--- config.mk ---
export PLATFORM = sky130hd
export DESIGN_NAME = i2c_master_line_sequencer_top
export DESIGN_NICKNAME = d
export VERILOG_FILES = /design/src/design/i2cmls_pkg.sv /design/src/design/i2c_master_line_sequencer_top.sv
export VERILOG_INCLUDE_DIRS = /design/src /design/src/design
export SDC_FILE = /design/constraint.sdc
export NUM_CORES = 1
export LEC_CHECK = 0
export ABC_AREA = 0
export BUFFER_PORTS_ARGS = -buffer_cell sky130_fd_sc_hd__clkbuf_2
export CAP_MARGIN = 40
export CELL_PAD_IN_SITES_DETAIL_PLACEMENT = 1
export CELL_PAD_IN_SITES_GLOBAL_PLACEMENT = 1
export CORE_MARGIN = 8
export CORE_UTILIZATION = 41
export CTS_CLUSTER_DIAMETER = 30
export DETAILED_ROUTE_END_ITERATION = 10
export GPL_ROUTABILITY_DRIVEN = 0
export PLACE_DENSITY_LB_ADDON = 0.3
export SLEW_MARGIN = 25
export SYNTH_ARGS = -nofsm -noshare
export SYNTH_HDL_FRONTEND = slang
export SYNTH_SLANG_ARGS = --single-unit
--- constraint.sdc ---
create_clock -name clk -period 3.4 [get_ports clk]
set_input_delay 0.34 -clock clk [delete_from_list [all_inputs] [get_ports clk]]
set_output_delay 0.34 -clock clk [all_outputs]
set_load 0.03 [all_outputs]
--- src/design/i2c_master_line_sequencer_top_assert.svh ---
// Assertion macros for the I2C master line sequencer.
// Each macro is clocked on clk and held off while rst_n is low.
`ifndef I2C_MASTER_LINE_SEQUENCER_TOP_ASSERT_SVH
`define I2C_MASTER_LINE_SEQUENCER_TOP_ASSERT_SVH

// Same-cycle implication.
`define I2CMLS_ASSERT_NOW(label, ante, cons, msg) \
  label: assert property (@(posedge clk) disable iff (!rst_n) (ante) |-> (cons)) \
    else $error(msg);

// Next-cycle implication.
`define I2CMLS_ASSERT_NEXT(label, ante, cons, msg) \
  label: assert property (@(posedge clk) disable iff (!rst_n) (ante) |=> (cons)) \
    else $error(msg);

`endif

--- src/design/i2cmls_pkg.sv ---
// ----------------------------------------------------------------------------
// i2cmls_pkg
// Shared types and constants for the I2C master line sequencer.
// ----------------------------------------------------------------------------
`default_nettype none

package i2cmls_pkg;

  typedef enum logic [2:0] {
    KIND_START     = 3'd0,
    KIND_STOP      = 3'd1,
    KIND_SEND_BYTE = 3'd2,
    KIND_RECV_BYTE = 3'd3,
    KIND_SEND_ACK  = 3'd4,
    KIND_RECV_ACK  = 3'd5,
    KIND_SAMPLE    = 3'd6,
    KIND_NONE      = 3'd7
  } kind_t;

  typedef enum logic [1:0] {
    RM_IDLE = 2'd0,
    RM_BYTE = 2'd1,
    RM_ACK  = 2'd2
  } read_mode_t;

  // step phases within one bit slot
  localparam logic [1:0] PH_0 = 2'd0;
  localparam logic [1:0] PH_1 = 2'd1;
  localparam logic [1:0] PH_2 = 2'd2;
  localparam logic [1:0] PH_3 = 2'd3;

  localparam logic [15:0] HOLD_RESET = 16'd500;
  localparam logic [2:0]  LAST_BIT   = 3'd7;
  localparam logic [3:0]  BYTE_BITS  = 4'd8;

  typedef struct packed {
    logic       scl;
    logic       sda;
    logic       req;
    logic       rvalid;
    logic [7:0] rvalue;
    logic       err;
    logic       last;
  } res_t;

endpackage

`default_nettype wire

--- src/design/i2c_master_line_sequencer_top.sv ---
// First line change of an accepted command: command register, then output register.
// Throughput: one line change per cycle unless out_ready stalls; a command makes
//   0 to 24 changes (send byte 24, start 4, stop 3, send ack 3, reads 2, samples 1
//   or 2, rejected transactions 1, kind 7 none), set by the single step sequencer.
// The next command is taken in the cycle its predecessor's last change is produced.
// Reset (rst_n low, synchronous): SCL/SDA released high, no read pending, hold 500.
// ----------------------------------------------------------------------------
// i2c_master_line_sequencer_top
// Byte level I2C master: turns commands and SDA samples into SCL/SDA level changes.
// ----------------------------------------------------------------------------
`default_nettype none

module i2c_master_line_sequencer_top
  import i2cmls_pkg::*;
(
  input  wire logic        clk,
  input  wire logic        rst_n,
  // command / sample channel
  input  wire logic        in_valid,
  output logic             in_ready,
  input  wire logic [2:0]  in_kind,
  input  wire logic [7:0]  in_data_byte,
  input  wire logic        in_ack_bit,
  input  wire logic        in_sda_sample,
  // line change channel
  output logic             out_valid,
  input  wire logic        out_ready,
  output logic             out_scl_level,
  output logic             out_sda_level,
  output logic             out_sample_request,
  output logic             out_read_valid,
  output logic [7:0]       out_read_value,
  output logic             out_misuse_error,
  output logic             out_last_of_run,
  // configuration
  input  wire logic        cfg_wr_en,
  input  wire logic [15:0] cfg_wr_data
);

  // Hold time per level. Kept for the bus timer; results never depend on it.
  logic [15:0] hold_cycles_r;

  // Command register: the transaction being sequenced.
  logic        busy_r, busy_nxt;
  kind_t       kind_r;
  logic [7:0]  data_r;
  logic        ack_r;
  logic        smp_r;
  // Step position: bit slot (send byte only) and phase within the slot.
  logic [2:0]  bit_r, bit_nxt;
  logic [1:0]  phase_r, phase_nxt;

  // Line and read state.
  read_mode_t  read_mode_r, read_mode_nxt;
  logic [3:0]  bit_count_r, bit_count_nxt;
  logic [7:0]  shift_byte_r, shift_byte_nxt;
  logic        scl_now_r, scl_now_nxt;
  logic        sda_now_r, sda_now_nxt;

  // Output register.
  logic        out_valid_r, out_valid_nxt;
  res_t        out_res_r;

  res_t        gen;
  logic        adv;
  logic        accept;
  logic        misuse;
  logic [3:0]  cnt_inc;
  logic [7:0]  shift_inc;

  // Produce a change when a command is loaded and the output slot frees up.
  assign adv      = busy_r && (!out_valid_r || out_ready);
  assign in_ready = !busy_r || (adv && gen.last);
  assign accept   = in_valid && in_ready;

  assign cnt_inc   = bit_count_r + 4'd1;
  assign shift_inc = {shift_byte_r[6:0], smp_r};
  // A sample with no read pending, or a command during a read, is rejected.
  assign misuse    = (kind_r == KIND_SAMPLE) != (read_mode_r != RM_IDLE);

  always_comb begin
    logic scl_n;
    logic sda_n;
    scl_n          = scl_now_r;
    sda_n          = sda_now_r;
    gen            = '0;
    read_mode_nxt  = read_mode_r;
    bit_count_nxt  = bit_count_r;
    shift_byte_nxt = shift_byte_r;

    if (misuse) begin
      gen.err  = 1'b1;
      gen.last = 1'b1;
    end else begin
      unique case (kind_r)
        KIND_START: begin
          unique case (phase_r)
            PH_0:    sda_n = 1'b1;
            PH_1:    scl_n = 1'b1;
            PH_2:    sda_n = 1'b0;
            default: begin
              scl_n    = 1'b0;
              gen.last = 1'b1;
            end
          endcase
        end
        KIND_STOP: begin
          unique case (phase_r)
            PH_0:    sda_n = 1'b0;
            PH_1:    scl_n = 1'b1;
            default: begin
              sda_n    = 1'b1;
              gen.last = 1'b1;
            end
          endcase
        end
        KIND_SEND_BYTE, KIND_SEND_ACK: begin
          unique case (phase_r)
            PH_0:    sda_n = (kind_r == KIND_SEND_BYTE) ? data_r[LAST_BIT - bit_r] : ack_r;
            PH_1:    scl_n = 1'b1;
            default: begin
              scl_n    = 1'b0;
              gen.last = (kind_r == KIND_SEND_ACK) || (bit_r == LAST_BIT);
            end
          endcase
        end
        KIND_RECV_BYTE, KIND_RECV_ACK: begin
          if (phase_r == PH_0) begin
            sda_n = 1'b1;
          end else begin
            // Read mode opens on the last change so the misuse check stays stable.
            scl_n          = 1'b1;
            gen.req        = 1'b1;
            gen.last       = 1'b1;
            read_mode_nxt  = (kind_r == KIND_RECV_BYTE) ? RM_BYTE : RM_ACK;
            bit_count_nxt  = 4'd0;
            shift_byte_nxt = 8'd0;
          end
        end
        KIND_SAMPLE: begin
          if (read_mode_r == RM_BYTE) begin
            if (phase_r == PH_0) begin
              shift_byte_nxt = shift_inc;
              if (cnt_inc >= BYTE_BITS) begin
                scl_n         = 1'b0;
                gen.rvalid    = 1'b1;
                gen.rvalue    = shift_inc;
                gen.last      = 1'b1;
                read_mode_nxt = RM_IDLE;
                bit_count_nxt = 4'd0;
              end else begin
                scl_n         = 1'b0;
                bit_count_nxt = cnt_inc;
              end
            end else begin
              scl_n    = 1'b1;
              gen.req  = 1'b1;
              gen.last = 1'b1;
            end
          end else begin
            scl_n         = 1'b0;
            gen.rvalid    = 1'b1;
            gen.rvalue    = {7'd0, smp_r};
            gen.last      = 1'b1;
            read_mode_nxt = RM_IDLE;
          end
        end
        default: begin
          gen.last = 1'b1;
        end
      endcase
    end

    gen.scl = scl_n;
    gen.sda = sda_n;

    // Commit state only when the change is actually produced.
    scl_now_nxt = adv ? scl_n : scl_now_r;
    sda_now_nxt = adv ? sda_n : sda_now_r;
    if (!adv) begin
      read_mode_nxt  = read_mode_r;
      bit_count_nxt  = bit_count_r;
      shift_byte_nxt = shift_byte_r;
    end
  end

  // Step counter and command occupancy.
  always_comb begin
    bit_nxt   = bit_r;
    phase_nxt = phase_r;
    busy_nxt  = busy_r;
    if (adv) begin
      if (gen.last) begin
        bit_nxt   = 3'd0;
        phase_nxt = PH_0;
        busy_nxt  = 1'b0;
      end else if (kind_r == KIND_SEND_BYTE && phase_r == PH_2) begin
        bit_nxt   = bit_r + 3'd1;
        phase_nxt = PH_0;
      end else begin
        phase_nxt = phase_r + 2'd1;
      end
    end
    // kind 7 is swallowed: accepted, no changes.
    if (accept && kind_t'(in_kind) != KIND_NONE) begin
      busy_nxt = 1'b1;
    end
  end

  always_comb begin
    out_valid_nxt = out_valid_r;
    if (adv) begin
      out_valid_nxt = 1'b1;
    end else if (out_ready) begin
      out_valid_nxt = 1'b0;
    end
  end

  always_ff @(posedge clk) begin
    if (!rst_n) begin
      hold_cycles_r <= HOLD_RESET;
      busy_r        <= 1'b0;
      bit_r         <= 3'd0;
      phase_r       <= PH_0;
      read_mode_r   <= RM_IDLE;
      bit_count_r   <= 4'd0;
      shift_byte_r  <= 8'd0;
      scl_now_r     <= 1'b1;
      sda_now_r     <= 1'b1;
      out_valid_r   <= 1'b0;
    end else begin
      if (cfg_wr_en) begin
        hold_cycles_r <= cfg_wr_data;
      end
      busy_r       <= busy_nxt;
      bit_r        <= bit_nxt;
      phase_r      <= phase_nxt;
      read_mode_r  <= read_mode_nxt;
      bit_count_r  <= bit_count_nxt;
      shift_byte_r <= shift_byte_nxt;
      scl_now_r    <= scl_now_nxt;
      sda_now_r    <= sda_now_nxt;
      out_valid_r  <= out_valid_nxt;
    end
  end

  // Payload registers, no reset needed.
  always_ff @(posedge clk) begin
    if (accept) begin
      kind_r <= kind_t'(in_kind);
      data_r <= in_data_byte;
      ack_r  <= in_ack_bit;
      smp_r  <= in_sda_sample;
    end
    if (adv) begin
      out_res_r <= gen;
    end
  end

  assign out_valid          = out_valid_r;
  assign out_scl_level      = out_res_r.scl;
  assign out_sda_level      = out_res_r.sda;
  assign out_sample_request = out_res_r.req;
  assign out_read_valid     = out_res_r.rvalid;
  assign out_read_value     = out_res_r.rvalue;
  assign out_misuse_error   = out_res_r.err;
  assign out_last_of_run    = out_res_r.last;

`include "i2c_master_line_sequencer_top_assert.svh"

  // A rejected transaction yields exactly one change.
  `I2CMLS_ASSERT_NOW(a_misuse_last, out_valid && out_misuse_error, out_last_of_run, "misuse not last")
  // A completed read always ends with SCL low on the final change.
  `I2CMLS_ASSERT_NOW(a_read_done, out_valid && out_read_valid, !out_scl_level && out_last_of_run, "read end bad")
  // A new command only overlaps the old one on its final change.
  `I2CMLS_ASSERT_NOW(a_handoff, busy_r && in_ready, adv && gen.last, "early handoff")
  // A produced change lands in the output register.
  `I2CMLS_ASSERT_NEXT(a_out_load, adv, out_valid && out_res_r == $past(gen), "change lost")

endmodule

`default_nettype wire

After elaboration in Yosys (flattened, before gate mapping)
Cells that the tools add are included.
- bits in registers: 49
- input bits: 34
- output and inout port bits: 16
- add/subtract/negate cells: 4
- order comparisons: 2
- equal/unequal tests: 17
- muxes and demuxes: 54
- bitwise gates (word level): 5
- reduce and logical (&&, ||, !) cells: 29
- operators by type and width (cell ; count):
    $mux 9 ; 3
    $mux 1 ; 23
    $mux 7 ; 3
    $mux 4 ; 4
    $mux 2 ; 7
    $pmux 7 s2 ; 1
    $eq 3x3->1 const B ; 4
    $reduce_and 6->1 ; 2
    $reduce_bool 2->1 ; 6
    $pmux 1 s2 ; 5
    $pmux 1 s5 ; 2
    $reduce_or 2->1 ; 5
    $pmux 4 s2 ; 1
    $eq 3x2->1 const B ; 2
    $mux 3 ; 2
    $ne 3x3->1 const B ; 2
    $logic_and 1x1->1 ; 5
    $not 1->1 ; 5
    $reduce_or 5->1 ; 1
    $add 4x1->4 const B ; 1
    $eq 2x1->1 const B ; 2
    $ge 4x4->1 const B ; 1
    $lt 3x4->1 const B ; 1
    $ne 2x1->1 const B ; 2
    17 further kinds ; 21

Longest topological paths before layout
- depth after elaboration: 13
- mapped depth: 10

Least setup slack after synthesis
No wires, ideal clock.
- path type: reg2reg
- start point: register kind_r[1]
- end point: register ack_r, enable pin
- data arrival time: 2.387 ns
- slack: 0.652 ns
- stages on the path, launching flop included: 9
- path buffers: 1
- period minus slack after synthesis: 2.748 ns
- cells stage by stage: edfxtp_1 -> buf_4 -> nand3_1 -> inv_2 -> ha_1 -> a211o_1 -> nor3_4 -> o21ai_1 -> and2_1
- longest elaborated chain between the ends: 8
- ends and longest elaborated chain (element ; RTL line ; text):
    from (decl) ; i2c_master_line_sequencer_top.sv:45 ; kind_t kind_r;
    from (signal assigned) ; i2c_master_line_sequencer_top.sv:250 ; kind_r <= kind_t'(in_kind);
    $eq 3x3->1 ; i2c_master_line_sequencer_top.sv:95, i2c_master_line_sequencer_top.sv:123 ;
    $logic_or 1x1->1 ; i2c_master_line_sequencer_top.sv:123 ; gen.last = (kind_r == KIND_SEND_ACK) || (bit_r == LAST_BIT);
    $mux 1 ; i2c_master_line_sequencer_top.sv:118 ; unique case (phase_r)
    $pmux 1 s5 ; i2c_master_line_sequencer_top.sv:95 ; unique case (kind_r)
    $mux 1 (*) ; i2c_master_line_sequencer_top.sv:91 ; if (misuse) begin
    $logic_and 1x1->1 (*) ; i2c_master_line_sequencer_top.sv:73 ; assign in_ready = !busy_r || (adv && gen.last);
    $logic_or 1x1->1 (*) ; i2c_master_line_sequencer_top.sv:73 ;
    net in_ready ; i2c_master_line_sequencer_top.sv:20 ; output logic in_ready,
    $logic_and 1x1->1 (*) ; i2c_master_line_sequencer_top.sv:74 ; assign accept = in_valid && in_ready;
    net accept ; i2c_master_line_sequencer_top.sv:66 ; logic accept;
    to (signal assigned) ; i2c_master_line_sequencer_top.sv:252 ; ack_r <= in_ack_bit;
    to (decl) ; i2c_master_line_sequencer_top.sv:47 ; logic ack_r;
Mark *: on every way through the listed nets, which the timed path passes. The rest lies on a longest branch.
A chain may end at the register's enable or synchronous reset.

Worst setup path in the final report
- start point: register kind_r[0]
- end point: output port in_ready
- longest elaborated chain between the ends: 7
- ends and longest elaborated chain (element ; RTL line):
    $eq 3x3->1 ; i2c_master_line_sequencer_top.sv:95, i2c_master_line_sequencer_top.sv:123
    $logic_or 1x1->1 ; i2c_master_line_sequencer_top.sv:123
    $mux 1 ; i2c_master_line_sequencer_top.sv:118
    $pmux 1 s5 ; i2c_master_line_sequencer_top.sv:95
    $mux 1 (*) ; i2c_master_line_sequencer_top.sv:91
    $logic_and 1x1->1 (*) ; i2c_master_line_sequencer_top.sv:73
    $logic_or 1x1->1 (*) ; i2c_master_line_sequencer_top.sv:73
    to (decl) ; i2c_master_line_sequencer_top.sv:20
Every way passes the cells marked *; elsewhere a longest branch is shown, timed or not.

==> results by group <==
Critical path
  – Crit end category: output port
  – Setup CP Type: reg -> out
  – Critical path data required time: 3060 ps
  – Crit path DAT: 2520 ps
  – Critical Path Start Type: flop
  – Reg-to-reg endpoint: ack_r$_DFFE_PP_
  – End of the critical path: in_ready
  – CP Launch Point: kind_r[0]$_DFFE_PP_
  – R2R cell count: 8
  – R2r setup slk: 720 ps
  – Worst R2R Start: kind_r[0]$_DFFE_PP_
  – Max FO, Critical Path: 9

Floorplan
  – # IOs: 50
  – Initial Util: 42.0%
  – Die W: 90.9 microns
  – Die H: 90.9 microns
  – FP Rows: 27
  – Core ar.: 5470 sq um
  – Die area: 8260 sq um

Power and ir drop
  – Gate power share: 12.6%
  – Psw: 310 uW
  – Final Power: 1.26 mW
  – Int Pwr: 950 uW
  – Sequential share of power: 53.4%
  – Leakage Power: 1.02 nW
  – Sw Share: 24.6%
  – VDD IR max: 280 uV
  – Power Density: 477 nW/um^2
  – Clock share of power: 34.1%

Clock network
  – Clock Sink Count: 49
  – CTS resizes: 0
  – Root buf cell: clkbuf_8
  – Inserted Clock Buffers: 5
  – H-tree levels: 2
  – Post-CTS Setup Bufs: 0
  – Number of hold buffers added after cts: 0
  – Clock-pin slew on the worst setup and hold paths: 90 ps
  – TritonCTS clock tree: done
  – Worst-Skew Late Latency: 300 ps
  – Maximum root-to-sink buffer count: 2

STA
  – RSZ-0062 raised after global routing: no
  – Fin. max-slew vios: 0
  – Setup tns final: 0 ps
  – Slew @ Worst Pin: 659 ps
  – Final Hold Fails: 0
  – Max Clk Rate: 350 MHz
  – Post-Route Skew: 12.4 ps
  – Final setup fails: 0
  – Period utilization: 84.0%
  – Min Tclk post-route: 2860 ps
  – Relative max-transition margin: 56.0%

Logic synthesis
  – Post-Synth XOR/XNOR Area: 1.52%
  – Synth Area in Simple Gates: 21.4%
  – Main area contributors after synthesis: edfxtp_1 (35%), dfxtp_1 (19%), a21boi_1 (4.2%)
  – Fraction of registers with async set/reset: 0%
  – Syn Area/Cell: 10.7 sq um
  – Count of cell types in the netlist: 48
  – Main combinational cell family by area after synthesis: simple AND/OR/NAND/NOR gates
  – Mapped Area: 2300 sq um
  – Synth warnings: 0
  – Synth top area share: 35.3%
  – Area share of fa/ha/maj cells after synthesis: 2.18%
  – Yosys reg bits: 49
  – Post-synthesis mux area share: 3.32%
  – Post-Syn Instances: 215
  – Top FF cell, synth: edfxtp_1
  – Post-Syn Nets: 253
  – Register area share after synthesis: 54.4%
  – EDFF count, synth: 27
  – Largest area contributor in the netlist: edfxtp_1
  – Synth Area in Compound Gates: 13.6%

Layout
  – Filler cells: 639
  – Area of the multi-input gates: 967 sq um
  – Area growth syn-to-layout: 14.9%
  – Final nets: 285
  – Layout cells sized above 1: 21.0%
  – Inserted Diodes: 0
  – FF+latch area: 1250 sq um

Global route
  – Vias in the first global route: 1843
  – Initial antenna violation count: 0
  – Remaining Overflow, GRT: 0
  – First-pass GRT wire length: 8.51 mm
  – GRT Total Usage: 12.5%
  – Largest net degree at the start of global routing: 26

Place
  – Dpl hpwl: 3.55 mm
  – Port Buffers: 32

Routing
  – Vias/cell: 5.42
  – DR WL/cell: 15.2 microns
  – Initial DRC Count: 90
  – Number of remaining DRC errors: 0
  – Via Count: 1733
  – DRT Pass-1 Iters: 4
  – Final ANT Viol Nets: 0
  – Routed WL: 4.87 mm

Hold path
  – Worst min-delay path category: in -> reg

Run
  – Max Cap Violations: 0

Run status
  – Status: complete, no violations
-- metrics by stage --
step	util (%)	hold slack, ps	cells	area (sq um)	setup slack, ps
2_1_floorplan	-	426	215	2300	652
3_3_place_gp	46.1	436	312	2520	758
3_5_place_dp	46.1	458	312	2520	705
6_report	48.3	212	320	2640	545
4_1_cts	48.3	200	320	2640	523
5_1_grt	48.3	195	320	2640	328
-- worst max-delay path: stages (launching register included) --
cell and delay [ps]:
edfxtp_1 390, inv_1 180, nand3_1 240, inv_2 220, ha_1 270, a211o_1 280
nor3_4 290, o21ai_1 140, clkbuf_2 200
-- power groups by stage --
| stage | sequential, mW | clock (mW) | combinational (mW) |
|---|---|---|---|
| floorplan | 0.704 | 0 | 0.0926 |
| global placement | 0.685 | 0 | 0.156 |
| detailed placement | 0.687 | 0 | 0.159 |
| CTS | 0.674 | 0.445 | 0.160 |
| global route | 0.676 | 0.466 | 0.175 |
| finish | 0.673 | 0.429 | 0.158 |
-- cell type report --
class | instances | area share [%]
clock buffers | 6 | 3.13
clock inverters | 2 | 1.42
inverters | 6 | 0.853
multi-input cells | 149 | 36.6
flip-flops and latches | 49 | 47.4
well taps | 72 | 3.41
repair buffers | 36 | 7.20
-- metal layers --
metal / up-vias / wire length, microns / global-route usage (%) / share of wire (%)
li1: 843 / - / - / -
met1: 834 / 2150 / 13.9 / 44
met2: 47 / 2390 / 21.7 / 49
met3: 9 / 254 / 4.07 / 5.2
met4: 0 / 83 / 4.23 / 1.7
met5: - / 0 / 0 / 0
-- cells in the mapped netlist (2+ instances only) --
cell type and number:
a21boi_1 13, o22ai_1 4, a21oi_1 6, ha_1 4, nand3b_1 2, nor3b_1 2
nand2b_1 2, nand2_1 26, o21ai_0 6, o21ai_1 5, dfxtp_1 22, a22oi_1 2
and2_1 10, nor3_1 3, nor2_1 9, xor2_1 3, buf_4 3, buf_2 5
mux4_2 2, mux2i_1 2, edfxtp_1 27, nand3_1 13, nor2b_1 7, inv_1 5
o31ai_1 2, clkbuf_1 3, o21a_1 2, and3_1 5
-- layout by cell type, fill, tap and decap left out, drive strengths merged, types with 7 or more instances in the layout --
cell,n
clkbuf,38
edfxtp,27
dfxtp,22
o21ai,11
nor2b,7
nand3,14
and2,10
nor2,10
nand2,26
a21boi,13
-- registers in the layout (all words and copies together), names as in the netlist --
| name | cells |
|---|---|
| smp_r | 1 |
| out_misuse_error | 1 |
| busy_r | 1 |
| kind_r | 3 |
| bit_r | 3 |
| out_last_of_run | 1 |
| read_mode_r | 2 |
| out_read_value | 8 |
| data_r | 8 |
| shift_byte_r | 7 |
| out_valid | 1 |
| out_read_valid | 1 |
| scl_now_r | 1 |
| ack_r | 1 |
| phase_r | 2 |
| bit_count_r | 4 |
| sda_now_r | 1 |
| out_sda_level | 1 |
| out_scl_level | 1 |
| out_sample_request | 1 |
-- worst min-delay path by stage --
stage                                       from                           end  slack, ps  depth (start not counted)
detailed placement  shift_byte_r[6]$_SDFFE_PN0P_  shift_byte_r[6]$_SDFFE_PN0P_        460                          2
floorplan           shift_byte_r[6]$_SDFFE_PN0P_  shift_byte_r[6]$_SDFFE_PN0P_        430                          2
global route                     in_data_byte[5]           data_r[5]$_DFFE_PP_        190                          1
finish                           in_data_byte[7]           data_r[7]$_DFFE_PP_        210                          1
global placement    shift_byte_r[6]$_SDFFE_PN0P_  shift_byte_r[6]$_SDFFE_PN0P_        440                          2
CTS                              in_data_byte[6]           data_r[6]$_DFFE_PP_        200                          1
-- cells by family after synthesis --
group           after synthesis
compound gates               47
xor+xnor                      4
fa+ha+maj                     4
buf+inv                      17
flops                        49
mux                           5
simple gates                 89
(Power assumes the default switching activity.)
